==> src/hw/rtl/hmbd_pkg.sv <==
`default_nettype none
// ----------------------------------------------------------------------------
// hmbd_pkg
// Shared types, address map and helpers for the handheld bus decoder.
// ----------------------------------------------------------------------------
package hmbd_pkg;

  localparam int unsigned MemDepthDef  = 65536;
  localparam int unsigned DmaLengthDef = 160;

  typedef enum logic [2:0] {
    OP_READ    = 3'd0,
    OP_WRITE   = 3'd1,
    OP_PRESS   = 3'd2,
    OP_RELEASE = 3'd3,
    OP_TICK    = 3'd4
  } op_e;

  typedef enum logic [1:0] {
    ST_IDLE,
    ST_READ,
    ST_DMA
  } state_e;

  // address map
  localparam logic [15:0] ADDR_JOYP   = 16'hFF00;
  localparam logic [15:0] ADDR_DIV    = 16'hFF04;
  localparam logic [15:0] ADDR_TAC    = 16'hFF07;
  localparam logic [15:0] ADDR_IF     = 16'hFF0F;
  localparam logic [15:0] ADDR_IE     = 16'hFFFF;
  localparam logic [15:0] ADDR_LCD_LO = 16'hFF40;
  localparam logic [15:0] ADDR_LCD_HI = 16'hFF4B;
  localparam logic [15:0] ADDR_LY     = 16'hFF44;
  localparam logic [15:0] ADDR_DMA    = 16'hFF46;
  localparam logic [15:0] ADDR_VRAM   = 16'h8000;
  localparam logic [7:0]  PAGE_OAM    = 8'hFE;

  // joypad select codes
  localparam logic [7:0] JOY_SEL_HI   = 8'h10;
  localparam logic [7:0] JOY_SEL_LO   = 8'h20;
  localparam logic [7:0] JOY_SEL_NONE = 8'h30;
  localparam logic [3:0] NIBBLE_MASK  = 4'hF;

  // io register file layout
  localparam int unsigned IoCount = 18;
  localparam int unsigned IoIdxW  = $clog2(IoCount);
  localparam int unsigned IDX_DIV = 0;
  localparam int unsigned IDX_IF  = 4;
  localparam int unsigned IDX_IE  = 5;
  localparam int unsigned IDX_LCD = 6;

  typedef struct packed {
    logic        wr;
    logic [15:0] addr;
    logic [7:0]  data;
    logic        press;
    logic        rel;
    logic        tick;
    logic [2:0]  button;
  } reg_cmd_t;

  typedef struct packed {
    logic       hit;
    logic [7:0] data;
  } reg_rd_t;

  function automatic logic is_io(logic [15:0] a);
    logic r;
    r = (a == ADDR_JOYP) || ((a >= ADDR_DIV) && (a <= ADDR_TAC)) || (a == ADDR_IF) ||
        (a == ADDR_IE) || ((a >= ADDR_LCD_LO) && (a <= ADDR_LCD_HI));
    return r;
  endfunction

endpackage
`default_nettype wire

==> src/hw/rtl/hmbd_regs.sv <==
`default_nettype none
// ----------------------------------------------------------------------------
// hmbd_regs
// Timer, interrupt, LCD and joypad registers with their address decode.
// ----------------------------------------------------------------------------
module hmbd_regs (
  input  logic               clk_i,
  input  logic               rst_ni,
  input  hmbd_pkg::reg_cmd_t cmd_i,
  input  logic [15:0]        rd_addr_i,
  output hmbd_pkg::reg_rd_t  rd_o
);
  import hmbd_pkg::*;

  logic [7:0] io_q [IoCount];
  logic [7:0] io_d [IoCount];
  logic [7:0] sel_q, sel_d;
  logic [7:0] held_q, held_d;
  logic [7:0] wait_q, wait_d;
  logic [7:0] btn_mask;
  logic [7:0] held_n;

  assign btn_mask = 8'b1 << cmd_i.button;
  assign held_n   = ~held_q;

  always_comb begin
    io_d   = io_q;
    sel_d  = sel_q;
    held_d = held_q;
    wait_d = wait_q;
    if (cmd_i.wr) begin
      if (cmd_i.addr == ADDR_JOYP) begin
        if ((cmd_i.data == JOY_SEL_HI) || (cmd_i.data == JOY_SEL_LO)) begin
          sel_d = cmd_i.data;
        end else if (cmd_i.data == JOY_SEL_NONE) begin
          sel_d  = cmd_i.data;
          wait_d = '0;
        end
      end else if (cmd_i.addr == ADDR_DIV) begin
        io_d[IoIdxW'(IDX_DIV)] = '0;
      end else if ((cmd_i.addr > ADDR_DIV) && (cmd_i.addr <= ADDR_TAC)) begin
        io_d[IoIdxW'(IDX_DIV) + IoIdxW'(cmd_i.addr[1:0])] = cmd_i.data;
      end else if (cmd_i.addr == ADDR_IF) begin
        io_d[IoIdxW'(IDX_IF)] = cmd_i.data;
      end else if (cmd_i.addr == ADDR_IE) begin
        io_d[IoIdxW'(IDX_IE)] = cmd_i.data;
      end else if ((cmd_i.addr >= ADDR_LCD_LO) && (cmd_i.addr <= ADDR_LCD_HI) &&
                   (cmd_i.addr != ADDR_LY)) begin
        io_d[IoIdxW'(IDX_LCD) + IoIdxW'(cmd_i.addr[3:0])] = cmd_i.data;
      end
    end
    if (cmd_i.press) begin
      held_d = held_q | btn_mask;
    end
    if (cmd_i.rel) begin
      held_d = held_q & ~btn_mask;
    end
    if (cmd_i.tick && (wait_q != '0)) begin
      wait_d = wait_q - 8'd1;
    end
  end

  always_ff @(posedge clk_i or negedge rst_ni) begin
    if (!rst_ni) begin
      io_q   <= '{default: '0};
      sel_q  <= '0;
      held_q <= '0;
      wait_q <= '0;
    end else begin
      io_q   <= io_d;
      sel_q  <= sel_d;
      held_q <= held_d;
      wait_q <= wait_d;
    end
  end

  // read decode; anything not claimed here falls through to the byte store
  always_comb begin
    rd_o.hit  = is_io(rd_addr_i);
    rd_o.data = '0;
    if (rd_addr_i == ADDR_JOYP) begin
      if ((sel_q == JOY_SEL_NONE) || (wait_q != '0)) begin
        rd_o.data = '0;
      end else if (sel_q == JOY_SEL_HI) begin
        rd_o.data = {4'h0, held_n[7:4] & NIBBLE_MASK};
      end else if (sel_q == JOY_SEL_LO) begin
        rd_o.data = {4'h0, held_n[3:0] & NIBBLE_MASK};
      end
    end else if ((rd_addr_i >= ADDR_DIV) && (rd_addr_i <= ADDR_TAC)) begin
      rd_o.data = io_q[IoIdxW'(IDX_DIV) + IoIdxW'(rd_addr_i[1:0])];
    end else if (rd_addr_i == ADDR_IF) begin
      rd_o.data = io_q[IoIdxW'(IDX_IF)];
    end else if (rd_addr_i == ADDR_IE) begin
      rd_o.data = io_q[IoIdxW'(IDX_IE)];
    end else if ((rd_addr_i >= ADDR_LCD_LO) && (rd_addr_i <= ADDR_LCD_HI)) begin
      rd_o.data = io_q[IoIdxW'(IDX_LCD) + IoIdxW'(rd_addr_i[3:0])];
    end
  end

endmodule
`default_nettype wire

==> config.mk <==
export PLATFORM = sky130hd
export DESIGN_NAME = hmbd_regs
export DESIGN_NICKNAME = d
export VERILOG_FILES = /design/src/hw/rtl/hmbd_pkg.sv /design/src/hw/rtl/hmbd_regs.sv
export SDC_FILE = /design/constraint.sdc
export NUM_CORES = 1
export LEC_CHECK = 0
export ABC_CLOCK_PERIOD_IN_PS = 2900
export BUFFER_PORTS_ARGS = -buffer_cell sky130_fd_sc_hd__buf_2
export CORE_MARGIN = 3
export CORE_UTILIZATION = 25
export CTS_CLUSTER_DIAMETER = 80
export DETAILED_ROUTE_END_ITERATION = 6
export GPL_TIMING_DRIVEN = 0
export SETUP_SLACK_MARGIN = 0.15
export SYNTH_ARGS = -nofsm -noshare
export SYNTH_HDL_FRONTEND = slang
export SYNTH_SLANG_ARGS = --single-unit
==> constraint.sdc <==
create_clock -name clk_i -period 2.9 [get_ports clk_i]
set_clock_uncertainty 0.05 [all_clocks]
set_input_delay 0.145 -clock clk_i [delete_from_list [all_inputs] [get_ports clk_i]]
set_output_delay 0.145 -clock clk_i [all_outputs]
set_load 0.02 [all_outputs]
# --- Word-level counts from Yosys, hierarchy flattened ---
# Index checks and enable logic that the tools add are counted.
# W data, S select, Z words.
classes:
  eq_ne: 20
  shift: 1
  multipliers: 0
  bitwise: 10
  div: 0
  n_reduce_logical: 30
  mux: 38
  order_cmp: 14
  addsub: 3
ops:
  columns: ["operator", "count"]
  rows:
  - ["$bwmux W144", 2]
  - ["$mux W144", 2]
  - ["$mux W8", 23]
  - ["$eq A16 B16 Y1 const B", 7]
  - ["$mux W104", 1]
  - ["$mux W96", 1]
  - ["$bmux W8 S5", 2]
  - ["$demux W8 S5", 2]
  - ["$le A16 B16 Y1 const B", 4]
  - ["$ge A16 B16 Y1 const B", 3]
  - ["$mux W40", 1]
  - ["$eq A8 B6 Y1 const B", 4]
  - ["$mux W32", 1]
  - ["$ge A6 B6 Y1 const B", 4]
  - ["$eq A8 B5 Y1 const B", 2]
  - ["$gt A16 B16 Y1 const B", 1]
  - ["$ne A16 B16 Y1 const B", 1]
  - ["$not A8 Y8", 2]
  - ["$reduce_and A5 Y1", 3]
  - ["$lt A6 B1 Y1 const B", 2]
  - ["$mux W4", 3]
  - ["$not A2 Y6", 2]
  - ["$not A5 Y6", 2]
  - ["$reduce_bool A2 Y1", 6]
  - ["16 further kinds", 35]
totals:
  wordCells: 137
  mem_count: 0
  ramBits: 0
  out_inout_bits: 9
  rom_bits: 0
  inputBits: 49
  register_bits: 168
  latchBits: 0

# --- Logic depth before layout (Yosys ltp) ---
depth:
  ltp_word: 12
  mapped_depth: 10
  mapped_depth_nobuf: 7

# --- Worst setup path before layout ---
# OpenSTA, ideal clock, no wires.
synth_path:
  path_type: "input -> output"
  from: "input port rd_addr_i[1]"
  to: "output port rd_o[4] (netlist bit)"
  required_time_ps: 2705
  arrival_ps: 2604
  slack_ps: 101
  stages: 9
  path_buffers: 3
  cell_sequence: "clkbuf_1 clkinv_1 ha_1 clkbuf_1 clkbuf_1 mux4_2 o211ai_1 a21oi_1 o221a_2"
synth_lines:
  columns: ["element", "line_no", "text"]
  rows:
  - ["start, declared", "hmbd_regs.sv:10", "input logic [15:0] rd_addr_i,"]
  - ["end, declared", "hmbd_regs.sv:11", "output hmbd_pkg::reg_rd_t rd_o"]

==> metrics.yaml <==
r2r_cells: 7
setup_viol: 0
finish.utilization: 0.303
synth.cell_area_um2: 8820
cp_num_buf_inv: 2
drt_first_iter_violations: 370
dominantRegCellSynth: "dfrtp_1"
first_pass_iters: 4
met1_length_mm: 10.0
max-cap-violations: 0
top_layer: "met4"
dp_hpwl_mm: 16.7
crit_arrival_ns: 2.44
crit_family: "simple AND/OR/NAND/NOR gates"
fp.dieArea_um2: 37600
core_um2: 34600
cts_tree: "yes"
dr_wl_met3_um: 656
relSlewSlack: 0.351
critPathSlowestCell: "or4_4"
cp.depth: 6
vias: 6060
pin_count: 58
die_x_um: 194
crit_path_end_kind: "output port"
track_usage: 0.122
cts_made_buffers: 17
syn_inst: 690
ant_nets: 0
synth_seq_cells: 168
grt_pass1_wl_mm: 36.6
grt_remaining_overflow: 0
layout_commonest_cell: "dfrtp_1"
portBuffers: 46
row_count: 68
cts.path.max_buffers: 2
min_period_ns: 2.63
start_util: 0.255
cts_htree_levels: 4
critPathMaxStageDelay_ns: 0.57
synth_edf_count: 0
diodes: 0
rsz0062_at_grt: "true"
ys_seq_area_frac: 0.477
drc: 0
routed_wl_mm: 22.8
fp.dieH_um: 194
final_cell_mix: "dfrtp_1, mux2_2, buf_2, mux4_2, nand2_1"
p_leak_nw: 4.68
antenna_found_initial: 0
path_clk_slew_ns: 0.08
period_share: 0.908
critPathKind: "flop to output port"
slew_violations: 0
yosysUniqueCellTypes: 64
worstPathRequired_ns: 2.71
vdd_drop_max_mv: 0.424
hold_class: "input port to flop"
place_congestion: 0.818
path_cells: "inv_1 -> ha_1 -> or3b_4 -> or4_4 -> o221ai_4 -> buf_6"
setup_tns_ns: 0
post_drt_wl_per_cell_um: 18.5
whs_path_depth: 3
pwr_density_cell_nw_per_um2: 484
via_per_inst: 4.92
synth.avg_cell_area_um2: 12.8
wl_met2_mm: 11.6
area_growth_pct: 18.8
start_kind: "flop"
nets: 816
drive_above_1_share: 0.414
grt_pass1_vias: 6357
cts-root-buf: "clkbuf_16"
status: "complete, no violations"
worst_pin_slew_ns: 0.966
syn_nets: 743
clock_latency_ns: 0.43
hold_viol_final: 0
crit_fanout: 5
grt_max_degree: 91
synth-async-reset-ratio: 1.00
clock.fmax_mhz: 380
clkSinkCount: 168
yosysWarnings: 0
## area by class of cell
type / instances / area [µm²]
Buffer: 47 / 230
Clock buffer: 17 / 425
Clock inverter: 15 / 196
Fill cell: 3461 / 24100
Inverter: 9 / 38.8
Multi-Input combinational cell: 466 / 4460
Sequential cell: 168 / 4210
Tap cell: 455 / 569
Timing Repair Buffer: 54 / 353
## state kept, by name, summed over array words and instances (netlist names), named ones only
signal  flops
io_q      144
sel_q       8
wait_q      8
## layer usage
metal | up-vias | track usage
met2 | 118 | 0.212
met5 | - | 0
met4 | 0 | 0.0426
met1 | 3129 | 0.155
li1 | 2784 | -
met3 | 29 | 0.0182
## timing repair
action | CTS | global route
pin swaps | 1 | 5
endpoints found under the setup margin | 8 | 8
setup buffers | 2 | 2
resized for setup | 20 | 21
hold buffers | 3 | 0
hold endpoints to repair | 83 | 0
## cell usage after synthesis (6+ instances only)
| cell type | count | area, µm² |
|---|---|---|
| clkbuf_1 | 26 | 97.6 |
| mux4_2 | 38 | 856 |
| mux2_2 | 148 | 1670 |
| a31oi_1 | 8 | 50.1 |
| nand2_1 | 29 | 109 |
| a22o_1 | 8 | 70.1 |
| nor3_1 | 10 | 50.1 |
| a21oi_1 | 20 | 100 |
| buf_1 | 8 | 30.0 |
| buf_2 | 9 | 45.0 |
| nor2b_1 | 14 | 87.6 |
| o221ai_1 | 11 | 96.3 |
| nand2b_1 | 7 | 43.8 |
| a22oi_1 | 6 | 45.0 |
| nor4_1 | 8 | 50.1 |
| nand3_1 | 16 | 80.1 |
| mux2i_1 | 6 | 60.1 |
| o21ai_0 | 21 | 105 |
| dfrtp_1 | 168 | 4200 |
| inv_1 | 8 | 30.0 |
| nand4_1 | 7 | 43.8 |
| nor2_1 | 28 | 105 |
## cells by family (layout without fill, tap and decap cells)
family / Yosys count / count (layout) / share of synthesized area
XOR/XNOR: 4 / 4 / 0.00397
buffers and inverters: 56 / 142 / 0.0265
adder cells (fa/ha/maj): 4 / 4 / 0.00568
flip-flops: 168 / 168 / 0.477
multiplexers: 192 / 192 / 0.293
AO/OA/AOI/OAI: 105 / 105 / 0.0817
AND/OR/NAND/NOR: 161 / 161 / 0.113
## where the power goes
group	internal, mW	switching (mW)	total, mW	leakage [nW]
Sequential	2.36	0.0148	2.38	2.33
Combinational	0.125	0.253	0.377	2.05
Clock	1.18	1.13	2.32	0.301
Total	3.67	1.40	5.07	4.68
## worst paths after layout
kind	start	end	slack, ns
min	cmd_i[2]	flop	0.03
min reg2reg	sel_q[0]$_DFFE_PN0P_	sel_q[0]$_DFFE_PN0P_	0.45
max	wait_q[0]$_DFFE_PN0P_	rd_o[0]	0.27
max reg2reg	wait_q[0]$_DFFE_PN0P_	wait_q[5]$_DFFE_PN0P_	0.47
min in group asynchronous	rst_ni	io_q[135]$_DFFE_PN0P_	0.21
max in group asynchronous	rst_ni	wait_q[0]$_DFFE_PN0P_	1.73
## worst reg2reg max path: cells and delay by family (launching register included)
| kind | cells | cell delay [ns] |
|---|---|---|
| DFF | 1 | 0.44 |
| AOI/OAI and AO/OA | 4 | 1.23 |
| buffers and inverters | 1 | 0.09 |
| and+or+nand+nor | 1 | 0.39 |
| adders and majority gates | 1 | 0.14 |
## per-stage QoR
step	area (µm²)	total power [mW]	instances	hold slack, ns	worst slack (ns)
floorplan	8820	2.63	690	-0.201	0.199
global placement	9620	2.78	1191	0.350	-0.973
detailed placement	9660	2.79	1192	0.118	-0.857
CTS	10400	5.12	1229	0.0146	0.152
global route	10500	5.26	1231	0.0298	0.148
finish	10500	5.07	1231	0.0329	0.266
Note: power is estimated with default switching activity, not from simulation.
